==> config.mk <==
export PLATFORM = sky130hd
export DESIGN_NAME = ultrasonic_range_median_filter
export DESIGN_NICKNAME = d
export VERILOG_FILES = /design/src/hdl/urmf_pkg.sv /design/src/hdl/ultrasonic_range_median_filter.sv
export SDC_FILE = /design/constraint.sdc
export NUM_CORES = 1
export LEC_CHECK = 0
export BUFFER_PORTS_ARGS = -buffer_cell sky130_fd_sc_hd__clkbuf_2
export CAP_MARGIN = 10
export CORE_MARGIN = 5
export CORE_UTILIZATION = 50
export CTS_BUF_LIST = sky130_fd_sc_hd__clkbuf_8
export CTS_CLUSTER_SIZE = 10
export DETAILED_ROUTE_END_ITERATION = 10
export PLACE_DENSITY = 0.69
export REMOVE_ABC_BUFFERS = 1
export SLEW_MARGIN = 15
export SYNTH_ARGS = -nofsm -noshare
export SYNTH_HDL_FRONTEND = slang
export SYNTH_SLANG_ARGS = --single-unit
==> constraint.sdc <==
create_clock -name i_clk -period 13.7 [get_ports i_clk]
set_input_delay 2.74 -clock i_clk [delete_from_list [all_inputs] [get_ports i_clk]]
set_output_delay 2.74 -clock i_clk [all_outputs]
set_load 0.1 [all_outputs]
==> src/hdl/urmf_pkg.sv <==
// types and constants for the ultrasonic range median filter
// no dependencies
package urmf_pkg;

    localparam int DIST_W    = 16;
    localparam int TICK_W    = 32;
    localparam int US_W      = 16;
    localparam int CFG_IDX_W = 8;
    localparam int CFG_DAT_W = 32;

    localparam int CH_W      = 1;
    localparam int CH_LIMIT  = 2 ** CH_W;

    localparam int RING_DEPTH = 3;
    localparam int RING_IDX_W = 2;

    localparam int MIN_DIST_RST  = 20;
    localparam int MAX_DIST_RST  = 4000;
    localparam int STALE_RST     = 10000000;

    // distance = (us*1715 + 5000) / 10000, reduced by 5, then a reciprocal multiply
    localparam int DIST_GCD   = 5;
    localparam int DIST_NUM   = 1715 / DIST_GCD;
    localparam int DIST_OFS   = 5000 / DIST_GCD;
    localparam int DIST_DEN   = 10000 / DIST_GCD;
    localparam int DIST_SHIFT = 46;
    localparam int PROD_W     = DIST_SHIFT + DIST_W;

    localparam longint unsigned DIST_RECIP =
        ((64'd1 << DIST_SHIFT) + 64'(DIST_DEN) - 64'd1) / 64'(DIST_DEN);
    localparam logic [PROD_W-1:0] DIST_GAIN = PROD_W'(64'(DIST_NUM) * DIST_RECIP);
    localparam logic [PROD_W-1:0] DIST_BIAS = PROD_W'(64'(DIST_OFS) * DIST_RECIP);

    typedef logic [DIST_W-1:0]     t_dist;
    typedef logic [TICK_W-1:0]     t_tick;
    typedef logic [RING_IDX_W-1:0] t_ring_idx;

    typedef enum logic [CFG_IDX_W-1:0] {
        CFG_MIN_DISTANCE = 8'd0,
        CFG_MAX_DISTANCE = 8'd1,
        CFG_STALE_TICKS  = 8'd2
    } t_cfg_reg;

endpackage

==> src/hdl/ultrasonic_range_median_filter.sv <==
// ultrasonic echo range filter, top level
// depends on urmf_pkg
//
// One measurement is accepted per cycle while o_in_stall is low; the
// transaction is captured in an input register, then converted,
// range-checked, written into its channel's three-sample ring and smoothed
// (pass-through, average or median) in one step that loads the result
// register and the channel state together. The distance conversion is a
// single constant multiply. Results of the same channel follow each other
// back to back with no hazard. Channel state is ready straight out of reset.
module ultrasonic_range_median_filter
    import urmf_pkg::*;
#(
    parameter int CHANNELS = 2
) (
    input  logic                 i_clk,
    input  logic                 i_rst_n,

    input  logic                 i_cfg_valid,
    output logic                 o_cfg_ready,
    input  logic [CFG_IDX_W-1:0] i_cfg_index,
    input  logic [CFG_DAT_W-1:0] i_cfg_data,

    input  logic                 i_in_valid,
    output logic                 o_in_stall,
    input  logic [CH_W-1:0]      i_channel,
    input  logic                 i_echo_seen,
    input  logic [US_W-1:0]      i_pulse_us,
    input  logic [TICK_W-1:0]    i_now_tick,

    output logic                 o_out_valid,
    input  logic                 i_out_stall,
    output logic [CH_W-1:0]      o_out_channel,
    output logic [DIST_W-1:0]    o_filtered_distance,
    output logic                 o_sample_accepted,
    output logic                 o_fresh
);

    localparam int ROWS = (CHANNELS < CH_LIMIT) ? CHANNELS : CH_LIMIT;

    t_dist r_min_dist;
    t_dist r_max_dist;
    t_tick r_stale;

    logic              r_in_valid;
    logic [CH_W-1:0]   r_in_channel;
    logic              r_in_echo;
    logic [US_W-1:0]   r_in_us;
    t_tick             r_in_now;

    logic              r_out_valid;
    logic [CH_W-1:0]   r_out_channel;
    t_dist             r_out_dist;
    logic              r_out_accepted;
    logic              r_out_fresh;

    t_dist     r_ring [ROWS][RING_DEPTH];
    t_ring_idx r_pos  [ROWS];
    t_ring_idx r_fill [ROWS];
    t_dist     r_held [ROWS];
    t_tick     r_last [ROWS];
    logic      r_seen [ROWS];

    logic             out_free;
    logic             advance;
    logic             in_take;
    logic [ROWS-1:0]  row_hit;

    t_dist            cur_ring [RING_DEPTH];
    t_ring_idx        cur_pos;
    t_ring_idx        cur_fill;
    t_dist            cur_held;
    t_tick            cur_last;
    logic             cur_seen;

    logic [PROD_W-1:0] dist_prod;
    t_dist             conv_dist;
    logic              ch_ok;
    logic              accept;
    t_ring_idx         pos;
    t_ring_idx         n_pos;
    t_ring_idx         n_fill;
    t_dist             n_ring [RING_DEPTH];
    logic [DIST_W:0]   pair_sum;
    t_dist             lo_ab;
    t_dist             hi_ab;
    t_dist             mid_c;
    t_dist             median;
    t_dist             n_held;
    t_tick             age;

    t_dist             n_out_dist;
    logic              n_out_fresh;

    // configuration
    assign o_cfg_ready = 1'b1;

    always_ff @(posedge i_clk) begin
        if (!i_rst_n) begin
            r_min_dist <= t_dist'(MIN_DIST_RST);
            r_max_dist <= t_dist'(MAX_DIST_RST);
            r_stale    <= t_tick'(STALE_RST);
        end else if (i_cfg_valid) begin
            unique case (t_cfg_reg'(i_cfg_index))
                CFG_MIN_DISTANCE: r_min_dist <= i_cfg_data[DIST_W-1:0];
                CFG_MAX_DISTANCE: r_max_dist <= i_cfg_data[DIST_W-1:0];
                CFG_STALE_TICKS:  r_stale    <= i_cfg_data[TICK_W-1:0];
                default: ;
            endcase
        end
    end

    // flow control
    assign out_free   = !r_out_valid || !i_out_stall;
    assign advance    = r_in_valid && out_free;
    assign in_take    = i_in_valid && !o_in_stall;
    assign o_in_stall = r_in_valid && !out_free;

    always_ff @(posedge i_clk) begin
        if (!i_rst_n) begin
            r_in_valid  <= 1'b0;
            r_out_valid <= 1'b0;
        end else begin
            if (in_take) begin
                r_in_valid <= 1'b1;
            end else if (advance) begin
                r_in_valid <= 1'b0;
            end
            if (advance) begin
                r_out_valid <= 1'b1;
            end else if (out_free) begin
                r_out_valid <= 1'b0;
            end
        end
    end

    always_ff @(posedge i_clk) begin
        if (in_take) begin
            r_in_channel <= i_channel;
            r_in_echo    <= i_echo_seen;
            r_in_us      <= i_pulse_us;
            r_in_now     <= i_now_tick;
        end
    end

    // channel row select
    always_comb begin
        for (int k = 0; k < RING_DEPTH; k++) begin
            cur_ring[k] = '0;
        end
        cur_pos  = '0;
        cur_fill = '0;
        cur_held = '0;
        cur_last = '0;
        cur_seen = 1'b0;
        for (int g = 0; g < ROWS; g++) begin
            if (row_hit[g]) begin
                for (int k = 0; k < RING_DEPTH; k++) begin
                    cur_ring[k] = r_ring[g][k];
                end
                cur_pos  = r_pos[g];
                cur_fill = r_fill[g];
                cur_held = r_held[g];
                cur_last = r_last[g];
                cur_seen = r_seen[g];
            end
        end
    end

    // conversion and range check
    assign dist_prod = PROD_W'(r_in_us) * DIST_GAIN + DIST_BIAS;
    assign conv_dist = dist_prod[DIST_SHIFT +: DIST_W];
    assign ch_ok     = 32'(r_in_channel) < 32'(CHANNELS);
    assign accept    = ch_ok && r_in_echo && (conv_dist >= r_min_dist)
                       && (conv_dist <= r_max_dist);

    // ring update and smoothing
    assign pos    = (cur_pos >= t_ring_idx'(RING_DEPTH)) ? '0 : cur_pos;
    assign n_pos  = (pos == t_ring_idx'(RING_DEPTH - 1)) ? '0 : pos + t_ring_idx'(1);
    assign n_fill = (cur_fill < t_ring_idx'(RING_DEPTH)) ? cur_fill + t_ring_idx'(1)
                                                          : cur_fill;

    always_comb begin
        for (int k = 0; k < RING_DEPTH; k++) begin
            n_ring[k] = (pos == t_ring_idx'(k)) ? conv_dist : cur_ring[k];
        end
    end

    assign pair_sum = {1'b0, n_ring[0]} + {1'b0, n_ring[1]};
    assign lo_ab    = (n_ring[0] < n_ring[1]) ? n_ring[0] : n_ring[1];
    assign hi_ab    = (n_ring[0] < n_ring[1]) ? n_ring[1] : n_ring[0];
    assign mid_c    = (hi_ab < n_ring[2]) ? hi_ab : n_ring[2];
    assign median   = (lo_ab > mid_c) ? lo_ab : mid_c;

    always_comb begin
        unique case (n_fill)
            2'd0: n_held = '0;
            2'd1: n_held = n_ring[0];
            2'd2: n_held = pair_sum[DIST_W:1];
            2'd3: n_held = median;
        endcase
    end

    assign age = r_in_now - cur_last;

    always_comb begin
        n_out_dist  = '0;
        n_out_fresh = 1'b0;
        if (ch_ok) begin
            n_out_dist  = accept ? n_held : cur_held;
            n_out_fresh = accept || (cur_seen && (age <= r_stale));
        end
    end

    // per-channel state
    for (genvar g = 0; g < ROWS; g++) begin : g_row
        assign row_hit[g] = (32'(r_in_channel) == 32'(g));

        always_ff @(posedge i_clk) begin
            if (!i_rst_n) begin
                r_pos[g]  <= '0;
                r_fill[g] <= '0;
                r_held[g] <= '0;
                r_last[g] <= '0;
                r_seen[g] <= 1'b0;
            end else if (advance && accept && row_hit[g]) begin
                r_pos[g]  <= n_pos;
                r_fill[g] <= n_fill;
                r_held[g] <= n_held;
                r_last[g] <= r_in_now;
                r_seen[g] <= 1'b1;
            end
        end

        always_ff @(posedge i_clk) begin
            if (advance && accept && row_hit[g]) begin
                for (int k = 0; k < RING_DEPTH; k++) begin
                    r_ring[g][k] <= n_ring[k];
                end
            end
        end
    end

    // result register
    always_ff @(posedge i_clk) begin
        if (advance) begin
            r_out_channel  <= r_in_channel;
            r_out_dist     <= n_out_dist;
            r_out_accepted <= accept;
            r_out_fresh    <= n_out_fresh;
        end
    end

    assign o_out_valid         = r_out_valid;
    assign o_out_channel       = r_out_channel;
    assign o_filtered_distance = r_out_dist;
    assign o_sample_accepted   = r_out_accepted;
    assign o_fresh             = r_out_fresh;

endmodule

---- Word-level counts from Yosys, hierarchy flattened ----
Memory sizes are Yosys's and may differ from the RTL's.
Index checks and enable logic that the tools add are counted.
word-level totals
  register bits after elaboration ......... 135
  RAM bits ................................ 202
  input bits .............................. 95
  output and inout port bits .............. 22
  logic and storage cells ................. 119
  memories ................................ 6
cells by class
  $add $sub $neg .......................... 5
  $mul .................................... 1
  magnitude comparators ................... 8
  eq/ne operators ......................... 7
  multiplexer cells ....................... 44
  bitwise operators ....................... 11
  reduce and logical (&&, ||, !) cells .... 24
memory list
  name    depth  bits a word  read ports  clocked after memory_dff  wr ports  RTL line                              source
  r_ring  2      48           2           0                         1         ultrasonic_range_median_filter.sv:57  t_dist r_ring [ROWS][RING_DEPTH];
  r_last  2      32           2           0                         2         ultrasonic_range_median_filter.sv:61  t_tick r_last [ROWS];
  r_held  2      16           2           0                         2         ultrasonic_range_median_filter.sv:60  t_dist r_held [ROWS];
  r_fill  2      2            2           0                         2         ultrasonic_range_median_filter.sv:59  t_ring_idx r_fill [ROWS];
  r_pos   2      2            2           0                         2         ultrasonic_range_median_filter.sv:58  t_ring_idx r_pos [ROWS];
  r_seen  2      1            2           0                         2         ultrasonic_range_median_filter.sv:62  logic r_seen [ROWS];
operator list
  cell                                                 count
  two-way mux 16 bit                                   11
  two-way mux 32 bit                                   3
  two-way mux 48 bit                                   2
  case mux 16 bit (4 select lines)                     1
  adder 60 x 46 -> 61 bit, second input constant       1
  multiplier 16 x 44 -> 60 bit, second input constant  1
  OR reduction 48 bit                                  1
  less-or-equal comparator 32 bit                      1
  < comparator 16 bit                                  2
  subtractor 32 bit                                    1
  two-way mux 1 bit                                    18
  two-way mux 2 bit                                    9
  adder 16 x 16 -> 17 bit                              1
  >= comparator 15 x 16 -> 1 bit                       1
  > comparator 16 bit                                  1
  less-or-equal comparator 15 x 16 -> 1 bit            1
  OR 1 bit                                             10
  logical AND 1 bit                                    9
  == test 8 x 1 -> 1 bit, second input constant        1
  == test 8 x 2 -> 1 bit, second input constant        1
  zero test 8 bit                                      1
  == test 2 bit, second input constant                 3
  AND reduction 2 bit                                  3
  adder 2 x 1 -> 2 bit, second input constant          2
  8 further kinds                                      15

---- Depth between registers and ports, before layout ----
An unclocked memory read counts as a cell.
  depth after elaboration ................. 14
  depth in mapped cells ................... 65
  depth with buffers taken out ............ 61

---- Worst setup path after synthesis ----
No wires, ideal clock.
  path type ............................... register to register
  start point ............................. reg r_in_us[5]
  end point ............................... reg r_out_dist[12] (netlist: o_filtered_distance[12]) (data pin)
  setup time .............................. 0.152 ns
  data arrival time ....................... 14.379 ns
  data required time ...................... 13.548 ns
  slack ................................... -0.831 ns
  cell stages (with the launch flop) ...... 59
  buffers on the path ..................... 6
  clock period less this slack ............ 14.531 ns
  path through ............................ edfxtp_1 fa_1 inv_1 fa_1 inv_1 fa_1 inv_1 fa_1 fa_1 inv_1 fa_1 ha_1 nand4_2 nor2_1 a311oi_1 or3_1 nand4_1 o21a_1 [... 23 more ...] buf_2 buf_6 mux2i_1 ha_1 nor2b_1 o21a_1 o21a_1 o21a_1 o21a_1 o21ai_0 a21oi_1 o41ai_1 clkinv_1 or3_1 nand2b_1 a31oi_1 o221ai_2 o21ai_0
RTL lines
  item                      RTL line                               source
  start: declaration        ultrasonic_range_median_filter.sv:48   logic [US_W-1:0] r_in_us;
  start signal: assignment  ultrasonic_range_median_filter.sv:141  r_in_us <= i_pulse_us;
  end signal: assignment    ultrasonic_range_median_filter.sv:248  r_out_dist <= n_out_dist;
  end: declaration          ultrasonic_range_median_filter.sv:53   t_dist r_out_dist;

==> summary by stage <==
Min path
The type of the worst min-delay path is reg2reg. The worst hold path begins at r_stale[13].

STA
Setup repair after global routing could not meet its margin everywhere. The routed design could run at a clock period as short as 13.83 ns. The number of slew-limit violations in the final report came to 0.

Based on the critical path, the design can be clocked at up to approximately 72 MHz. The slew of the pin with the lowest slew margin is about 1.1 ns. The number of setup violations in the final report is 27. For the final database, setup skew stands at 0.0408 ns. Headroom to the max-slew limit came out at between 20% and 30%. The final period utilization is 101%. The total negative setup slack is -1.84 ns. The number of hold violations in the final report is 0.

The post-route worst setup slack is -0.125 ns.

Clocking
The clock latency at the later pin of the worst-skew pair is ~0.69 ns. The clock passes through at most 3 buffers. The depth of the CTS H-tree is 2.

The tree built by TritonCTS fans out to approximately 340 sinks. The number of hold buffers added after CTS is 0. The number of clock buffers inserted by TritonCTS is 58. The clock root buffer is clkbuf_8.

The clock edge transition at the registers on the reported setup and hold paths is 0.06 ns. TritonCTS built the clock tree.

Drt
The iteration count of the initial detailed-routing pass is 6. The detailed router finished its first iteration with ~1,400 violations. The post-detailed-route wirelength per cell is around 21 um. The final antenna-violating net count is 0. The total via count in the routed design is roughly 23,000.

After detailed routing, the number of remaining DRC violations is 0. Wires add up to 90,800 um. In the routed layout, each cell is associated on average with a via count of 5.53.

Worst setup path
The critical path starts at r_in_us[5]. The highest net fanout along the worst path is 8. The slowest cell on the critical path is fa_1. STA classifies the critical path endpoint as a register. For the worst setup path, the data required time is roughly 14 ns. The arrival time of the worst setup path is between 10 and 15 ns. The kind of critical path is reg2reg. In this run the critical register-to-register path is launched from r_in_us[5].

The startpoint type of the worst setup path is a register. On the worst path, the slowest cell contributes a delay of ~0.60 ns.

Outcome
The run finished, with violations left. The checks that failed: negative setup slack.

Synth
The synthesized area per cell is 10.3 um2. For this run, asynchronously set or reset flops after synthesis account for 0%. The prevailing post-synth register cell is edfxtp_1.

Synthesis inferred 337 register bits. The synthesized design contains between 200 and 300 enable-type register cells. The commonest cells after synthesis are inv_1 (486), ha_1 (387), edfxtp_1 (270). After synthesis, the cell types taking the most area are edfxtp_1 (27%), fa_1 (17%), ha_1 (16%). The cell type contributing the most total cell area after synthesis is edfxtp_1. After technology mapping, the gate count stands at between 2,000 and 3,000.

The fraction of post-synthesis cell area in the top cell type by area is 27.1%. The Yosys warning count is 0. Yosys instantiated no cell more often than inv_1. The count of cell types in the netlist is 88. The synthesized cell area is between 20,000 and 30,000 um2. For this run, the register share of the synthesized area comes to a little under a third.

Global routing
Entering global routing, the biggest net connects about 90 pins. The number of global-route vias before repair came to between 20,000 and 25,000. The first global-routing pass estimated roughly 140,000 um of wire. The number of antenna violations at the first check in global routing came to 4. For this run the aggregate overflow at the end of global routing stands at 0. Across every metal layer, demand over resource in global routing totals between 20% and 30%.

Placement
The HPWL after detailed placement is approximately 73,000 um. At the placement stage, the worst setup path has a slack of -0.934 ns. The global placer's final weighted congestion is ~1.0. The number of buffers added on ports is approximately 120.

The placed cell area is 34,000 um2.

Floorplanning
The cell row count is 89. The vertical extent of the die is about 250 um. After floorplanning, the core was sized to cover 59,200 um2. The effective utilization at floorplan is about half. In this run the count of I/O pins placed on the die edge is 117. The horizontal die dimension is approximately 250 um. The die covers between 60,000 and 70,000 um2.

Layout
The net count reported at finish is 4,143. The fraction of layout cells with a size suffix above 1 is about 24%. From synthesis to final layout, the design area changed by 21.6%.

The finished cells cover 36,400 um2.

Flow run
The count of maximum capacitance violations is 0.
[logic make-up after synthesis]
kind of cell | synth area share (%)
simple gates | 10.6
fa+ha+maj | 33.3
buf+inv | 7.39
compound gates | 10.8
flops | 31.5
mux | 4.65
xor+xnor | 1.70
other cells | 0.0125
[critical path: cells and delay by family, from the launching register on]
kind | cells | cell delay, ns
muxes | 3 | 0.75
adders and majority gates | 10 | 4.23
DFF | 1 | 0.43
AOI/OAI and AO/OA | 25 | 5.02
buffers and inverters | 10 | 1.41
and+or+nand+nor | 12 | 1.81
[registers in the layout, summed over array words and instances, names as in the netlist, 2 cells and up]
register and flops:
r_held 32, r_in_us 16, r_stale 32, r_in_now 32, r_last 64, r_min_dist 16
r_seen 2, o_filtered_distance 16, r_pos 4, r_fill 4, r_ring 96, r_max_dist 16
[layout make-up]
cell class / count / area (um2)
timing repair buffer: 529 / 3830
fill: 5031 / 22800
inverter: 490 / 1850
multi-input combinational: 1990 / 19200
tap: 773 / 967
sequential: 337 / 9450
clock inverter: 46 / 332
clock buffer: 61 / 840
antenna: 1 / 2.50
[final timing paths]
check / end / slack (ns) / cells past startpoint
max: o_filtered_distance[13] / -0.13 / 60
min reg2reg: r_stale[13] / 0.45 / 2
min: r_stale[13] / 0.45 / 2
max reg2reg: o_filtered_distance[13] / -0.13 / 60
[layer usage]
layer | part of all wire (%) | track usage (%)
met1 | 44 | 39.3
met2 | 46 | 44.9
met3 | 7.4 | 5.26
met4 | 2.6 | 6.68
met5 | 0.015 | 0
[layout by cell type, fill, tap and decap left out, types with 25 or more instances in the layout]
cell type and count:
nand4_1 25, dfxtp_1 67, inv_1 498, fa_1 232
clkbuf_2 115, a21oi_1 144, edfxtp_1 270, nor2b_1 31
nor2_1 127, and2_1 80, o21ai_0 75, clkbuf_8 61
nor3_1 30, mux2_2 32, ha_1 359, nand2_1 216
mux2i_1 92, a21o_1 39, buf_4 386, xnor2_1 32
nand3_1 31, o211ai_1 26
[what timing repair did]
| action | in CTS | in global routing |
|---|---|---|
| hold endpoints to repair | 0 | 0 |
| gates resized for setup | 86 | 125 |
| endpoints found under the setup margin | 48 | 48 |
| gates cloned | 0 | 0 |
| pin swaps | 37 | 80 |
| buffers inserted | 27 | 26 |
[per-stage QoR]
step                hold slack (ns)  util (%)  cells
CTS                           0.454      60.3   4201
global placement              0.439      57.4   4067
finish                        0.450      61.5   4227
detailed placement            0.445      57.4   4067
global route                  0.474      61.5   4227
floorplan                     0.426         -   2817
Power is left out: the tool's default activity adds up to more than one toggle a clock period on the data nets, which glitch-free logic cannot reach.
